File: src/hdl/i2cbs_pkg.sv
`timescale 1ns / 1ps
// shared types, command codes and constants of the i2c master bit sequencer
package i2cbs_pkg;

  localparam int BITS_PER_BYTE = 8;
  localparam int BIT_IDX_W     = $clog2(BITS_PER_BYTE);
  localparam int PHASE_W       = 5;
  localparam int TICK_W        = 16;
  localparam int CMD_W         = 3;
  localparam int CFG_ADDR_W    = 3;
  localparam int CFG_DATA_W    = 32;

  localparam logic [TICK_W-1:0] PHASE_TICKS_RESET = 16'd10;

  // register index within the configuration space
  localparam logic REG_PHASE_TICKS = 1'b0;

  // command codes
  localparam logic [CMD_W-1:0] CMD_START     = 3'd0;
  localparam logic [CMD_W-1:0] CMD_STOP      = 3'd1;
  localparam logic [CMD_W-1:0] CMD_SEND_ACK  = 3'd2;
  localparam logic [CMD_W-1:0] CMD_SEND_NACK = 3'd3;
  localparam logic [CMD_W-1:0] CMD_WAIT_ACK  = 3'd4;
  localparam logic [CMD_W-1:0] CMD_WRITE     = 3'd5;
  localparam logic [CMD_W-1:0] CMD_READ      = 3'd6;

  typedef struct packed {
    logic                     command_valid;
    logic [CMD_W-1:0]         command;
    logic [BITS_PER_BYTE-1:0] write_data;
    logic                     sda_sample;
  } tick_t;

  typedef struct packed {
    logic                     scl_release;
    logic                     sda_release;
    logic                     busy_res;
    logic                     done_res;
    logic [BITS_PER_BYTE-1:0] read_data;
    logic                     ack_seen;
  } result_t;

  // bus line levels, 1 means released
  typedef struct packed {
    logic scl;
    logic sda;
  } lines_t;

  function automatic logic [PHASE_W-1:0] phase_count(input logic [CMD_W-1:0] cmd);
    logic [PHASE_W-1:0] n;
    case (cmd)
      CMD_START, CMD_STOP:          n = PHASE_W'(2);
      CMD_SEND_ACK:                 n = PHASE_W'(5);
      CMD_SEND_NACK, CMD_WAIT_ACK:  n = PHASE_W'(3);
      CMD_WRITE:                    n = PHASE_W'(3 * BITS_PER_BYTE);
      default:                      n = PHASE_W'(2 * BITS_PER_BYTE);
    endcase
    return n;
  endfunction

endpackage

File: src/hdl/i2cbs_phase.sv
`timescale 1ns / 1ps
// line levels of one phase of a command sequence
module i2cbs_phase (
  input  logic [i2cbs_pkg::CMD_W-1:0]         cmd,
  input  logic [i2cbs_pkg::PHASE_W-1:0]       phase,
  input  logic [i2cbs_pkg::BITS_PER_BYTE-1:0] shift_byte,
  input  i2cbs_pkg::lines_t                   cur,
  output i2cbs_pkg::lines_t                   nxt
);
  import i2cbs_pkg::*;

  logic [8:0]           prod;
  logic [3:0]           bit_num;
  logic [PHASE_W-1:0]   rem;
  logic [1:0]           sub;
  logic [BIT_IDX_W-1:0] bitpos;

  // phase / 3 by reciprocal, exact for phase below 32
  always_comb begin
    prod    = 9'(phase) * 9'd11;
    bit_num = prod[8:5];
    rem     = phase - PHASE_W'({bit_num, 1'b0}) - PHASE_W'(bit_num);
    sub     = rem[1:0];
    bitpos  = BIT_IDX_W'(BITS_PER_BYTE - 1) - bit_num[BIT_IDX_W-1:0];
  end

  always_comb begin
    nxt = cur;
    case (cmd)
      CMD_START: begin
        nxt.scl = 1'b1;
        nxt.sda = (phase == '0);
      end
      CMD_STOP: begin
        nxt.scl = 1'b1;
        nxt.sda = (phase != '0);
      end
      CMD_SEND_ACK: begin
        case (phase)
          5'd0:    nxt = '{scl: 1'b0, sda: 1'b1};
          5'd1:    nxt = '{scl: 1'b0, sda: 1'b0};
          5'd2:    nxt = '{scl: 1'b1, sda: 1'b0};
          5'd3:    nxt = '{scl: 1'b0, sda: 1'b0};
          5'd4:    nxt = '{scl: 1'b0, sda: 1'b1};
          default: nxt = cur;
        endcase
      end
      CMD_SEND_NACK, CMD_WAIT_ACK: begin
        nxt.scl = (phase == 5'd1);
        nxt.sda = 1'b1;
      end
      CMD_WRITE: begin
        if (sub == 2'd0) begin
          nxt.scl = 1'b0;
        end else begin
          nxt.scl = (sub == 2'd2);
          nxt.sda = shift_byte[bitpos];
        end
      end
      default: begin
        nxt.scl = phase[0];
        nxt.sda = 1'b1;
      end
    endcase
  end

endmodule

File: src/hdl/i2cbs_cfg.sv
`timescale 1ns / 1ps
// apb register file holding the phase length
module i2cbs_cfg (
  input  logic                                clk,
  input  logic                                rst,
  input  logic                                psel,
  input  logic                                penable,
  input  logic                                pwrite,
  input  logic [i2cbs_pkg::CFG_ADDR_W-1:0]    paddr,
  input  logic [i2cbs_pkg::CFG_DATA_W-1:0]    pwdata,
  output logic [i2cbs_pkg::CFG_DATA_W-1:0]    prdata,
  output logic                                pready,
  output logic [i2cbs_pkg::TICK_W-1:0]        phase_ticks
);
  import i2cbs_pkg::*;

  logic reg_index;
  logic wr_en;

  assign pready    = 1'b1;
  assign reg_index = paddr[CFG_ADDR_W-1];
  assign wr_en     = psel && penable && pwrite && pready && (reg_index == REG_PHASE_TICKS);

  always_ff @(posedge clk) begin
    if (rst) begin
      phase_ticks <= PHASE_TICKS_RESET;
    end else if (wr_en) begin
      phase_ticks <= pwdata[TICK_W-1:0];
    end
  end

  always_comb begin
    prdata = '0;
    if (reg_index == REG_PHASE_TICKS) begin
      prdata = CFG_DATA_W'(phase_ticks);
    end
  end

endmodule

File: src/hdl/i2c_master_bit_sequencer.sv
`timescale 1ns / 1ps
// top level of the i2c master bit sequencer
// One transaction on the tick channel is one clock tick of the i2c line sequencer and
// produces exactly one transaction on the result channel, carrying the scl/sda release
// levels, busy, a one-tick done pulse, the last read byte and the last ack status.
// The block takes one tick per clock cycle while the result side keeps up: a tick
// lands in an input register; once the output register is free or being emptied,
// the sequencer state (phase index, tick counter, shift byte, line levels) is
// stepped by short logic and the result lands in the output register.
// A command is started only while idle; commands offered while a sequence runs, on
// the tick of the done pulse, or with the unused code seven are dropped. Each phase
// is held for phase_ticks ticks (register 0 at byte address 0, zero acts as one).
module i2c_master_bit_sequencer (
  input  logic                             clk,
  input  logic                             rst,
  // tick channel
  input  logic                             tick_valid,
  output logic                             tick_ready,
  input  i2cbs_pkg::tick_t                 tick,
  // result channel
  output logic                             result_valid,
  input  logic                             result_ready,
  output i2cbs_pkg::result_t               result,
  // configuration port
  input  logic                             psel,
  input  logic                             penable,
  input  logic                             pwrite,
  input  logic [i2cbs_pkg::CFG_ADDR_W-1:0] paddr,
  input  logic [i2cbs_pkg::CFG_DATA_W-1:0] pwdata,
  output logic [i2cbs_pkg::CFG_DATA_W-1:0] prdata,
  output logic                             pready
);
  import i2cbs_pkg::*;

  // configuration
  logic [TICK_W-1:0] phase_ticks;

  // input register stage
  logic  a_valid;
  tick_t a_item;
  logic  fire;

  // sequencer state
  logic [PHASE_W-1:0]       phase_index, phase_index_next;
  logic [TICK_W-1:0]        tick_count, tick_count_next;
  logic [CMD_W-1:0]         active_command, active_command_next;
  logic [BITS_PER_BYTE-1:0] shift_byte, shift_byte_next;
  lines_t                   lines, lines_next;
  logic                     ack_flag, ack_flag_next;
  logic                     running, running_next;
  logic [BITS_PER_BYTE-1:0] last_read, last_read_next;
  logic                     done_next;

  // phase lookup select
  logic [CMD_W-1:0]         cmd_sel;
  logic [PHASE_W-1:0]       phase_sel;
  logic [BITS_PER_BYTE-1:0] shift_sel;
  logic                     apply;
  lines_t                   phase_lines;
  logic [BITS_PER_BYTE-1:0] shift_upd;
  logic [PHASE_W-1:0]       phase_inc;

  result_t result_next;

  i2cbs_cfg u_cfg (
    .clk         (clk),
    .rst         (rst),
    .psel        (psel),
    .penable     (penable),
    .pwrite      (pwrite),
    .paddr       (paddr),
    .pwdata      (pwdata),
    .prdata      (prdata),
    .pready      (pready),
    .phase_ticks (phase_ticks)
  );

  i2cbs_phase u_phase (
    .cmd        (cmd_sel),
    .phase      (phase_sel),
    .shift_byte (shift_sel),
    .cur        (lines),
    .nxt        (phase_lines)
  );

  // a tick advances once the output register is free or being emptied
  assign fire       = a_valid && (!result_valid || result_ready);
  assign tick_ready = !a_valid || fire;

  always_ff @(posedge clk) begin
    if (rst) begin
      a_valid <= 1'b0;
    end else if (tick_ready) begin
      a_valid <= tick_valid;
    end
    if (tick_ready && tick_valid) begin
      a_item <= tick;
    end
  end

  // one step of the sequencer
  always_comb begin
    phase_index_next    = phase_index;
    tick_count_next     = tick_count;
    active_command_next = active_command;
    shift_byte_next     = shift_byte;
    ack_flag_next       = ack_flag;
    running_next        = running;
    last_read_next      = last_read;
    done_next           = 1'b0;
    cmd_sel             = active_command;
    phase_sel           = '0;
    shift_sel           = shift_byte;
    apply               = 1'b0;
    phase_inc           = phase_index + PHASE_W'(1);
    shift_upd           = shift_byte;

    if (running) begin
      if (tick_count >= phase_ticks) begin
        // end of phase: sample sda on the scl-high phases that need it
        if (active_command == CMD_WAIT_ACK && phase_index == PHASE_W'(1)) begin
          ack_flag_next = a_item.sda_sample;
        end
        if (active_command == CMD_READ && phase_index[0]) begin
          shift_upd = {shift_byte[BITS_PER_BYTE-2:0], a_item.sda_sample};
        end
        shift_byte_next = shift_upd;
        tick_count_next = TICK_W'(1);
        if (phase_inc >= phase_count(active_command)) begin
          running_next     = 1'b0;
          done_next        = 1'b1;
          phase_index_next = '0;
          if (active_command == CMD_READ) begin
            last_read_next = shift_upd;
          end
        end else begin
          phase_index_next = phase_inc;
          apply            = 1'b1;
          phase_sel        = phase_inc;
          shift_sel        = shift_upd;
        end
      end else begin
        tick_count_next = tick_count + TICK_W'(1);
      end
    end else if (a_item.command_valid && a_item.command <= CMD_READ) begin
      // start a new command, first phase shows at once
      active_command_next = a_item.command;
      running_next        = 1'b1;
      phase_index_next    = '0;
      tick_count_next     = TICK_W'(1);
      shift_byte_next     = (a_item.command == CMD_WRITE) ? a_item.write_data : '0;
      cmd_sel             = a_item.command;
      shift_sel           = shift_byte_next;
      apply               = 1'b1;
    end

    lines_next = apply ? phase_lines : lines;

    result_next.scl_release = lines_next.scl;
    result_next.sda_release = lines_next.sda;
    result_next.busy_res    = running_next;
    result_next.done_res    = done_next;
    result_next.read_data   = last_read_next;
    result_next.ack_seen    = ack_flag_next;
  end

  // state and output register
  always_ff @(posedge clk) begin
    if (rst) begin
      phase_index    <= '0;
      tick_count     <= '0;
      active_command <= CMD_START;
      shift_byte     <= '0;
      lines          <= '{scl: 1'b1, sda: 1'b1};
      ack_flag       <= 1'b0;
      running        <= 1'b0;
      last_read      <= '0;
      result_valid   <= 1'b0;
    end else begin
      if (fire) begin
        phase_index    <= phase_index_next;
        tick_count     <= tick_count_next;
        active_command <= active_command_next;
        shift_byte     <= shift_byte_next;
        lines          <= lines_next;
        ack_flag       <= ack_flag_next;
        running        <= running_next;
        last_read      <= last_read_next;
        result_valid   <= 1'b1;
      end else if (result_ready) begin
        result_valid <= 1'b0;
      end
    end
    if (fire) begin
      result <= result_next;
    end
  end

  // a finished sequence leaves the sequencer idle
  assert property (@(posedge clk) disable iff (rst)
    (fire && done_next) |=> !running)
    else $error("sequencer still running after done");

  // a running phase always has counted at least one tick
  assert property (@(posedge clk) disable iff (rst)
    running |-> (tick_count != '0))
    else $error("tick counter at zero while running");

  // phase index stays inside the command's list, and rests at zero when idle
  assert property (@(posedge clk) disable iff (rst)
    running ? (phase_index < phase_count(active_command)) : (phase_index == '0))
    else $error("phase index out of range");

endmodule

File: config.mk
export PLATFORM = sky130hd
export DESIGN_NAME = i2c_master_bit_sequencer
export DESIGN_NICKNAME = d
export VERILOG_FILES = /design/src/hdl/i2cbs_pkg.sv /design/src/hdl/i2cbs_phase.sv /design/src/hdl/i2cbs_cfg.sv /design/src/hdl/i2c_master_bit_sequencer.sv
export SDC_FILE = /design/constraint.sdc
export NUM_CORES = 1
export LEC_CHECK = 0
export BUFFER_PORTS_ARGS = -buffer_cell sky130_fd_sc_hd__buf_2
export CORE_UTILIZATION = 56
export DETAILED_ROUTE_END_ITERATION = 10
export PLACE_DENSITY = 0.85
export REMOVE_ABC_BUFFERS = 1
export SYNTH_ARGS = -nofsm -noshare
export SYNTH_HDL_FRONTEND = slang
export SYNTH_SLANG_ARGS = --single-unit
File: constraint.sdc
create_clock -name clk -period 6 [get_ports clk]
set_clock_uncertainty 0.05 [all_clocks]
set_input_delay 1.2 -clock clk [delete_from_list [all_inputs] [get_ports clk]]
set_output_delay 1.2 -clock clk [all_outputs]
set_load 0.02 [all_outputs]
; ---- Word-level counts from Yosys, hierarchy flattened
; Index checks and enable logic that the tools add are counted.
[op_classes]
add_sub_neg = 5
mul = 1
order_cmp = 4
eq_ne = 19
muxes = 46
n_bitwise = 1
n_reduce_logical = 28
[op_table]
columns = op, count
row1 = 8-bit 2-to-1 mux, 12
row2 = 16-bit 2-to-1 mux, 4
row3 = 5-bit 2-to-1 mux, 8
row4 = 5-bit one-hot mux with 4 select lines, 1
row5 = "3-bit equality test, second input constant", 6
row6 = "16-bit by 1-bit adder with 16-bit output, second input constant", 1
row7 = 16-bit >= comparator, 1
row8 = 1-bit 2-to-1 mux, 15
row9 = "3-bit by 2-bit equality test with 1-bit output, second input constant", 4
row10 = "5-bit by 1-bit equality test with 1-bit output, second input constant", 2
row11 = "5-bit by 2-bit equality test with 1-bit output, second input constant", 2
row12 = 2-bit one-hot mux with 5 select lines, 1
row13 = 2-bit OR reduction, 5
row14 = 1-bit logical AND, 8
row15 = "5-bit by 4-bit multiplier with 8-bit output, second input constant", 1
row16 = "3-bit by 1-bit equality test with 1-bit output, second input constant", 2
row17 = 3-bit logical NOT, 2
row18 = 3-bit 2-to-1 mux, 2
row19 = 2-bit one-hot mux with 3 select lines, 1
row20 = 2-bit AND reduction, 3
row21 = "5-bit by 1-bit adder with 5-bit output, second input constant", 1
row22 = "5-bit by 3-bit equality test with 1-bit output, second input constant", 1
row23 = 5-bit >= comparator, 1
row24 = 5-bit logical NOT, 1
row25 = 15 further kinds, 19
[totals]
regBits = 88
inputBits = 55
elab_cells = 126

; ---- Depth between registers and ports, before layout
; Gate-level depths: netlist of the first run.
[depth]
ltp_word = 16
ltp_mapped = 25
ltp_nobuf = 23

; ---- Hierarchy
; From an unflattened synthesis of the first run, not the netlist that was laid out.
[hier_totals]
hier_cells = 601
hier_area_um2 = 5524.0
[modules_own_cells]
columns = module, instances, cells_per_inst, area_per_inst_um2
row1 = i2c_master_bit_sequencer, 1, 423, 3938.8
row2 = i2cbs_cfg, 1, 106, 977.2
row3 = i2cbs_phase, 1, 72, 608.1

; ---- Least setup slack after synthesis of the first run
; Ideal clock, no wire load.
[synth_path]
path_kind = register -> register
from = register phase_index[1]
to = register result[11] (netlist bit) (data pin)
setup_ps = 258
arrival_ps = 5225
path_slack_ps = 467
stages_incl_launch_ff = 26
synth_period_minus_slack_ps = 5533
cell_sequence = dfxtp_1 > inv_1 > ha_1 > clkbuf_1 > inv_1 > ha_1 > nand2_1 > o21ai_0 > a31oi_2 > nand2_1 > or2_2 > buf_2 > nor2_1 > ha_1 > fa_1 > ha_1 > o21ai_0 > nand2b_1 > nand4_1 > o21ai_2 > a21oi_1 > xnor2_1 > a2111oi_1 > a311oi_2 > nand2_1 > o221a_1
[synth_rtl]
columns = element, line_no
row1 = start: declaration, i2c_master_bit_sequencer.sv:44  ; logic [PHASE_W-1:0] phase_index, phase_index_next;
row2 = start signal: assignment, i2c_master_bit_sequencer.sv:181  ; phase_index <= phase_index_next;
row3 = end signal: assignment, i2c_master_bit_sequencer.sv:195  ; result <= result_next;
row4 = end: declaration, i2c_master_bit_sequencer.sv:23  ; output i2cbs_pkg::result_t result,

==> results of run 1 <==
-- layer usage --
| metal | track usage (%) | vias up |
|---|---|---|
| met4 | 9.44 | 0 |
| li1 | - | 2192 |
| met3 | 4.80 | 28 |
| met1 | 27.8 | 2079 |
| met2 | 44.3 | 153 |
| met5 | 0 | - |
-- cell usage in the layout, fill, tap and decap left out, types with 3 or more instances in the layout --
master and n:
o21ai_0 20, nor2_1 79, nand3_1 17, nor3_1 13
dfxtp_1 62, conb_1 17, buf_4 11, mux2i_1 13
xnor2_1 7, a21o_1 8, edfxtp_1 26, nand2_1 73
a21oi_1 46, ha_1 34, inv_1 24, nor2b_1 4
and2_1 4, nand2b_1 7, nand4_1 11, clkbuf_8 9
a211oi_1 8, xor2_1 14, a222oi_1 9, o21ai_2 3
buf_2 67
-- synth_stat cells, types with 2 or more instances --
cell       n  area [um^2]
and3_1     2         12.5
a21o_1     8         60.1
nand3_1   17         85.1
a22o_2     2         20.0
o211ai_1   2         15.0
o31ai_1    2         15.0
nand2_1   73          274
xnor2_2    2         32.5
o22ai_1    2         12.5
a222oi_1   9         90.1
xor2_1    15          131
dfxtp_1   62         1240
nand3b_1   2         15.0
inv_1     24         90.1
clkbuf_1  24         90.1
a211oi_1   8         60.1
edfxtp_1  26          781
o21ai_0   20          100
xnor2_1    8         70.1
nor3_1    13         65.1
nor4b_1    2         17.5
a211o_1    2         17.5
a21boi_0   2         15.0
conb_1     2         7.51
buf_4     17          128
nor2b_1    4         25.0
a21oi_1   46          230
ha_1      35          438
o21a_1     2         15.0
mux2_2     2         22.5
a221oi_1   2         17.5
and2_1     4         25.0
nor2_1    80          300
nand4_1   11         68.8
nand2b_1   7         43.8
mux2i_1   13          130
o21ai_2    3         26.3
-- final cells by class --
type | count | area share, %
clock buffers | 12 | 3.06
flip-flops and latches | 88 | 34.9
multi-input cells | 450 | 50.4
well taps | 108 | 2.33
repair buffers | 78 | 7.21
clock inverters | 4 | 0.539
inverters | 25 | 1.62
-- registers in the layout (all words and copies together) (netlist names), 2 cells and up --
register           count
lines                  2
u_cfg.phase_ticks     16
tick_count            16
last_read              8
a_item                13
phase_index            5
active_command         3
shift_byte             8
result                13
-- worst min-delay path by stage --
| stage | startpoint | to | slack, ns |
|---|---|---|---|
| 3_3_place_gp | last_read[7] | last_read[7] | 0.39 |
| 5_1_grt | u_cfg.phase_ticks[14] | u_cfg.phase_ticks[14] | 0.43 |
| 2_1_floorplan | u_cfg.phase_ticks[10] | u_cfg.phase_ticks[10] | 0.38 |
| 4_1_cts | u_cfg.phase_ticks[10] | u_cfg.phase_ticks[10] | 0.41 |
| 6_report | u_cfg.phase_ticks[10] | u_cfg.phase_ticks[10] | 0.41 |
| 3_5_place_dp | u_cfg.phase_ticks[10] | u_cfg.phase_ticks[10] | 0.40 |
-- kinds of logic (layout without fill, tap and decap cells) --
| group | after synthesis | in the layout | synth area share (%) |
|---|---|---|---|
| and+or+nand+nor | 226 | 226 | 19.9 |
| DFF | 88 | 88 | 39.1 |
| buffers and inverters | 67 | 119 | 6.12 |
| AOI/OAI and AO/OA | 130 | 130 | 17.9 |
| muxes | 15 | 15 | 2.95 |
| other | 2 | 17 | 0.145 |
| adders and majority gates | 36 | 36 | 8.86 |
| xor gates and xnor gates | 26 | 26 | 5.06 |
-- stage by stage --
stage / utilization [%] / setup WS [ns]
floorplan: - / 0.421
global placement: 62.8 / 0.416
detailed placement: 62.8 / 0.310
CTS: 65.2 / 0.269
global route: 65.5 / 0.0381
finish: 65.5 / 0.366
-- repair_timing --
item / in CTS / in global routing
setup endpoints to repair: 0 / 1
resized for setup: 0 / 5
setup buffers: 0 / 0
-- where the power goes --
group | internal, mW | switching, mW | leakage, nW
Combinational | 0.0420 | 0.0816 | 1.53
Clock | 0.205 | 0.222 | 0.104
Sequential | 0.628 | 0.0125 | 0.748
-- worst max-delay path, cell delays in order (launching register included) --
cell	delay (ns)
dfxtp_1	0.39
ha_2	0.28
nand3_1	0.14
xnor2_2	0.18
ha_1	0.33
a21o_1	0.19
a31oi_2	0.15
nand2_1	0.08
or2_2	0.39
nor2_1	0.25
ha_1	0.30
fa_1	0.40
ha_1	0.38
o21ai_0	0.11
nand2b_1	0.10
nand4_1	0.12
o21ai_2	0.19
buf_4	0.19
xor2_4	0.28
nor3_1	0.10
o32ai_2	0.38
a21boi_0	0.15
o221a_1	0.25
==> impl_metrics.ini, run 1 <==
[run_status]
status = finished, violations left
violations = design-rule violations

[clocking]
cts_buffers = 9
clockRootBuffer = clkbuf_8
cts.clk_slew.worst_paths_ns = 0.10
ctsHoldBuffers = 0
clk_latency_ns = 0.37
ctsHtreeMaxLevel = 3
cts_num_sinks = 88
cts.path.max_buffers = 2
cts_tree = yes

[power_and_ir_drop]
ir_drop_uv = 146
power_density_nw_per_um2 = 205
p_total_mw = 1.19
leakagePower_nw = 2.38

[sta]
holdWs_ns = 0.410
drv_slew = 0
fmax_mhz = 177
fin_crit_sh_pct = 93.9
rsz0062_at_grt = false
tightest_slew_ns = 0.923
setup_viol = 0
post-route-min-period_ns = 5.63
hold_viol = 0
slew_headroom_pct = 38.5
tns_ns = 0

[detailed_routing]
ant_nets = 0
wl_per_cell_um = 14.8
first_pass_iters = 9
avgViaCountPerCell = 5.82
drt_iter0_markers = 213
wl_met1_mm = 4.67
wl_mm = 11.3
drcViolationCount = 7
met3_length_um = 520
top_layer = met4
vias = 4452
wl_met2_mm = 5.82

[grt]
grt_pass1_vias = 4348
grt_first_pass_wirelength_mm = 19.1
overflow = 0
grt_max_degree = 50
grt_use_total_pct = 24.3
antenna_found_initial = 0

[worst_setup_path]
rr_worst_depth = 22
worstPathArrival_ns = 5.71
r2r_slack_ns = 0.37
critical_path_class = reg -> reg
crit_end = result[11]
r2r-end = result[11]
critPathMaxFanout = 9
worst_setup_path_end_kind = register
startpoint = phase_index[1]
startpoint_type = register
r2r-start = phase_index[1]
cp.required_ns = 6.07

[final_layout]
multi_input_area_um2 = 2920
nets = 743
postLayoutCellArea_um2 = 5800
n_fill_cell = 720
drive_gt1_share_pct = 18.4
antenna_cells = 0
area_growth_syn_to_layout_pct = 12.1
seq_area_um2 = 2020
fin_cells = 765

[floorplan]
start_util_pct = 58.4
dieArea_um2 = 9620
num_rows = 34
coreArea_um2 = 8850
die_h_um = 98.1
io_pins = 103
dieWidth_um = 98.1

[yosys]
synth_seq_area_share_pct = 39.1
synth-seq-cells = 88
synth-main-ff-cell = dfxtp_1
synth_edf_count = 26
syn_inst = 590
synth.avg_cell_area_um2 = 8.76
syn_area_um2 = 5170
ys_async_sr_fraction_pct = 0
synthDistinctLibCells = 72
ys_warn_count = 0

[place]
dp.cells = 749
gp_routability_congestion = 0.977
postPlaceCellArea_um2 = 5560
numPortBuffers = 67
dp_hpwl_mm = 8.33

[hold_path]
hold_path_depth = 2
hold_class = reg -> reg

[run]
drv_cap = 0
Note: power is estimated with default switching activity, not from simulation.
==> run 2, diff against run 1 <==
RECOVER_POWER = 25   (was default)
==> run 2 against run 1 <==
Net effect:
- the run ends with design-rule violations, max-capacitance violations, max-slew violations left
- cell area fell by 0.19%
- power barely moved
- sequential share of layout area rose by 0.068 points
- first-iteration DRC count rose by 1.9%
- global-route usage did not move
- final cell count did not move
- register-to-register slack barely moved
- sequential power barely moved
- via count rose by 0.72%
- critical path type unchanged
- largest power group unchanged
- highest routed layer unchanged
==> impl_metrics.ini, run 2 (same netlist as run 1, synthesis figures left out) <==
[final_layout]
most-common-layout-cells = nor2_1, nand2_1, dfxtp_1
postLayoutCellArea_um2 = 5790
antenna_cells = 0
fin_cells = 765
reg_top3 = tick_count: 16 flops, u_cfg.phase_ticks: 16 flops
layout.cells.most_common = nor2_1
drive_gt1_share_pct = 17.0
area_growth_syn_to_layout_pct = 11.9
nets = 743

[grt]
grt_pass1_vias = 4348
grt_max_degree = 50
antenna_found_initial = 0
grt_use_total_pct = 24.3
overflow = 0
grt_first_pass_wirelength_mm = 19.1

[sta]
hold_viol = 0
drv_slew = 50
holdWs_ns = 0.410
fin_crit_sh_pct = 93.9
fmax_mhz = 177
setup_viol = 0
tightest_slew_ns = 2.22
rsz0062_at_grt = false
tns_ns = 0
slew_headroom_pct = -48.1
post-route-min-period_ns = 5.63

[clocking]
cts.path.max_buffers = 2
postCtsSetupBuffers = 0
cts_resized = 0
clk_latency_ns = 0.36
ctsHoldBuffers = 0
cts.clk_slew.worst_paths_ns = 0.10
cts_num_sinks = 88
cts_tree = yes
ctsHtreeMaxLevel = 3
cts_buffers = 9
clockRootBuffer = clkbuf_8

[power_and_ir_drop]
power_density_nw_per_um2 = 206
leakagePower_nw = 2.36
ir_drop_uv = 145
p_total_mw = 1.19

[detailed_routing]
drcViolationCount = 7
wl_per_cell_um = 14.8
ant_nets = 0
wl_mm = 11.3
drt_iter0_markers = 217
avgViaCountPerCell = 5.86
first_pass_iters = 9
vias = 4484

[worst_setup_path]
cpMaxStageDelayCell = fa_1
startpoint_type = register
critPathMaxFanout = 9
crit_chain = ha_2, nand3_1, xnor2_2, ha_1, a21o_1, a31oi_2, nand2_1, or2_2, nor2_1, ha_1, fa_1, ha_1, o21ai_0, nand2b_1, nand4_1, o21ai_2, buf_4, xor2_4, nor3_1, o32ai_2, a21boi_0, o221a_1
cp_common_cell = ha_1
rr_worst_depth = 22
critical_path_class = reg -> reg
worst_path_largest_cell_delay_ns = 0.40
crit_buf_inv = 1
critical_path.top_delay_family = adder cells
worstPathArrival_ns = 5.71
crit_cells = 22
r2r-end = result[11]
r2r-start = phase_index[1]
cp.required_ns = 6.07
r2r_slack_ns = 0.37
worst_setup_path_end_kind = register

[run_status]
violations = design-rule violations, max-capacitance violations, max-slew violations
status = finished, violations left

[place]
gp_routability_congestion = 0.977
dp_hpwl_mm = 8.33
dp.cells = 749
numPortBuffers = 67
postPlaceCellArea_um2 = 5560

[floorplan]
io_pins = 103
dieWidth_um = 98.1
coreArea_um2 = 8850
dieArea_um2 = 9620
start_util_pct = 58.4
die_h_um = 98.1
num_rows = 34

[hold_path]
hold_class = reg -> reg
hold_path_depth = 2
min_to = u_cfg.phase_ticks[10]
min_from = u_cfg.phase_ticks[10]

[run]
drv_cap = 1
run 2: where the power goes:
group	total [mW]	internal, mW	leakage [nW]	switching, mW
Combinational	0.123	0.0413	1.51	0.0818
Clock	0.427	0.205	0.104	0.222
Sequential	0.641	0.628	0.748	0.0126
run 2: tightest hold or removal path, stage by stage (launching register included):
cell and delay [ns]:
dfxtp_1 0.32, nand2_1 0.05, a21oi_1 0.05
run 2: metal layers:
metal  up-vias  track usage (%)  share of wire [%]
met1      2105             27.8                 41
li1       2192                -                  -
met5         -                0                  0
met3        30             4.80                4.9
met2       157             44.3                 51
met4         0             9.44                2.7
run 2: worst max path at each step:
stage / slack, ns / to / startpoint
global route: 0.04 / result[11] / phase_index[1]
global placement: 0.42 / result[11] / phase_index[1]
floorplan: 0.42 / result[11] / phase_index[0]
CTS: 0.27 / result[11] / phase_index[1]
detailed placement: 0.31 / result[11] / phase_index[1]
finish: 0.37 / result[11] / phase_index[1]
run 2: final cells by class:
cell class / count / area (um^2)
fill: 720 / 3060
multi-input combinational: 450 / 2920
sequential: 88 / 2020
timing repair buffer: 78 / 407
clock buffer: 12 / 178
tap: 108 / 135
inverter: 25 / 93.8
clock inverter: 4 / 31.3
run 2: stage by stage:
step           util (%)  setup WS [ns]
2_1_floorplan         -          0.421
3_3_place_gp       62.8          0.416
3_5_place_dp       62.8          0.310
4_1_cts            65.2          0.269
5_1_grt            65.4         0.0381
6_report           65.4          0.365
==> run 3, diff against run 2 <==
PLACE_DENSITY = 0.84   (was 0.85)
SYNTH_HIERARCHICAL = 1   (was default)
==> run 3 against run 2 <==
Net effect:
- the run now ends clean
- wire length up 9.7%
- via count up 3.3%
- synthesized area up 6.8%
- non-clock buffer count down 3
- fmax down 0.51%
- sequential power about the same
==> impl_metrics.ini, run 3 <==
[yosys]
synth-seq-cells = 88
synth_top_area_cell = dfxtp_1
ys_async_sr_fraction_pct = 0
ys_warn_count = 6
synth_top_cells_by_count = dfxtp_1, nor2_1, nand2_1, nand2b_1, ha_1
syn_area_um2 = 5520
synthMostInstantiatedCell = dfxtp_1
yosys.area.top_type_share_pct = 22.5
syn_inst = 601
synth.avg_cell_area_um2 = 9.19
synthTopCellsByArea = dfxtp_1, edfxtp_1, ha_1, mux2i_1, mux2_2
synth_seq_area_share_pct = 36.6
synth-main-ff-cell = dfxtp_1
synth_edf_count = 26
synthDistinctLibCells = 67

[grt]
grt_max_degree = 66
grt_pass1_vias = 4438
overflow = 0
grt_first_pass_wirelength_mm = 20.4
antenna_found_initial = 0
grt_use_total_pct = 25.4

[floorplan]
num_rows = 35
start_util_pct = 58.7
dieArea_um2 = 10300
die_h_um = 101
coreArea_um2 = 9420
io_pins = 103
dieWidth_um = 101

[clocking]
cts_num_sinks = 88
cts_resized = 0
ctsHtreeMaxLevel = 3
cts.clk_slew.worst_paths_ns = 0.09
postCtsSetupBuffers = 0
cts.path.max_buffers = 2
cts_buffers = 9
clockRootBuffer = clkbuf_8
ctsHoldBuffers = 0
cts_tree = yes
clk_latency_ns = 0.37

[run]
drv_cap = 0

[worst_setup_path]
critical_path_class = reg -> reg
worst_setup_path_end_kind = register
startpoint_type = register
critPathMaxFanout = 11
worstPathArrival_ns = 5.73
cp.required_ns = 6.07

[sta]
fin_ws_ns = 0.336
holdWs_ns = 0.441
tns_ns = 0
fin_crit_sh_pct = 94.4
post-route-min-period_ns = 5.66
tightest_slew_ns = 1.07
drv_slew = 0
slew_headroom_pct = 28.9
hold_viol = 0
fmax_mhz = 177
setup_viol = 0

[power_and_ir_drop]
power.switching_mw = 0.327
switching_share_pct = 26.5
leakagePower_nw = 2.62
ir_drop_uv = 158
share_seq_of_total_power_pct = 51.7
power_frac_comb_pct = 10.6
power_density_nw_per_um2 = 202
p_int_mw = 0.910
power.share.clock_pct = 37.7

[detailed_routing]
avgViaCountPerCell = 5.81
vias = 4633
ant_nets = 0
drt_iter0_markers = 282
first_pass_iters = 5
wl_mm = 12.4
drcViolationCount = 0
wl_per_cell_um = 15.6

[place]
gp_routability_congestion = 0.909
dp_hpwl_mm = 9.09
place_ws_ns = 0.230
postPlaceCellArea_um2 = 5910
dp.cells = 782
numPortBuffers = 67

[hold_path]
hold_class = reg -> reg

[final_layout]
antenna_cells = 0
area_growth_syn_to_layout_pct = 11.1
drive_gt1_share_pct = 19.1
postLayoutCellArea_um2 = 6140
nets = 758
reg_top3 = tick_count: 16 flops, u_cfg/phase_ticks: 16 flops
most-common-layout-cells = dfxtp_1, buf_2, nor2_1
fin_cells = 798
layout.cells.most_common = dfxtp_1

[run_status]
status = finished, final reports clean
[run 3: cell families after synthesis]
family,share of synthesized area (%)
and+or+nand+nor,23.9
DFF,36.6
AOI/OAI and AO/OA,10.9
buffers and inverters,5.93
muxes,9.22
adders and majority gates,8.97
xor gates and xnor gates,4.39
other,0.136
[run 3: final cells by class]
cell class	instances	area, um^2
fillers	744	3280
multi-input cells	464	3240
flip-flops and latches	88	2020
repair buffers	75	385
well taps	129	161
clock buffers	9	124
clock inverters	7	101
inverters	26	97.6
[run 3: routing by layer]
layer | up-vias | track usage, % | share of wire [%]
li1 | 2235 | - | -
met1 | 2194 | 33.1 | 44
met2 | 183 | 42.5 | 48
met3 | 21 | 3.11 | 6.3
met4 | 0 | 10.8 | 2.0
met5 | - | 0 | 0
[run 3: final timing paths]
| path | slack (ns) | startpoint | endpoint | cells after the start |
|---|---|---|---|---|
| max reg2reg | 0.34 | phase_index[0] | result[11] | 25 |
| max | 0.34 | phase_index[0] | result[11] | 25 |
| min | 0.44 | u_cfg/phase_ticks[12] | u_cfg/phase_ticks[12] | 2 |
| min reg2reg | 0.44 | u_cfg/phase_ticks[12] | u_cfg/phase_ticks[12] | 2 |
[run 3: metrics by stage]
step	power, mW	util (%)
2_1_floorplan	0.734	-
3_3_place_gp	0.776	62.7
3_5_place_dp	0.782	62.7
4_1_cts	1.24	65.1
5_1_grt	1.28	65.2
6_report	1.24	65.2
[run 3: critical path, cell delays in order, from the launching register on]
cell,delay (ns)
dfxtp_2,0.41
ha_1,0.25
xor2_1,0.23
ha_1,0.29
a21o_1,0.17
a31oi_2,0.20
o21ai_0,0.16
nor2_1,0.14
buf_4,0.21
and3_2,0.26
ha_1,0.17
fa_1,0.41
ha_1,0.26
nor2_1,0.19
a21oi_4,0.10
xor2_2,0.16
ha_1,0.31
inv_1,0.05
ha_1,0.17
nor2_1,0.12
xnor2_1,0.14
xnor2_1,0.12
nor2b_1,0.25
a311o_1,0.19
o211ai_2,0.10
mux2_2,0.30
[run 3: power by group through the flow]
stage               registers (mW)  clock network (mW)  logic (mW)
finish                       0.640               0.467       0.131
global route                 0.642               0.497       0.143
CTS                          0.639               0.470       0.130
detailed placement           0.653                   0       0.129
global placement             0.652                   0       0.123
floorplan                    0.654                   0      0.0801
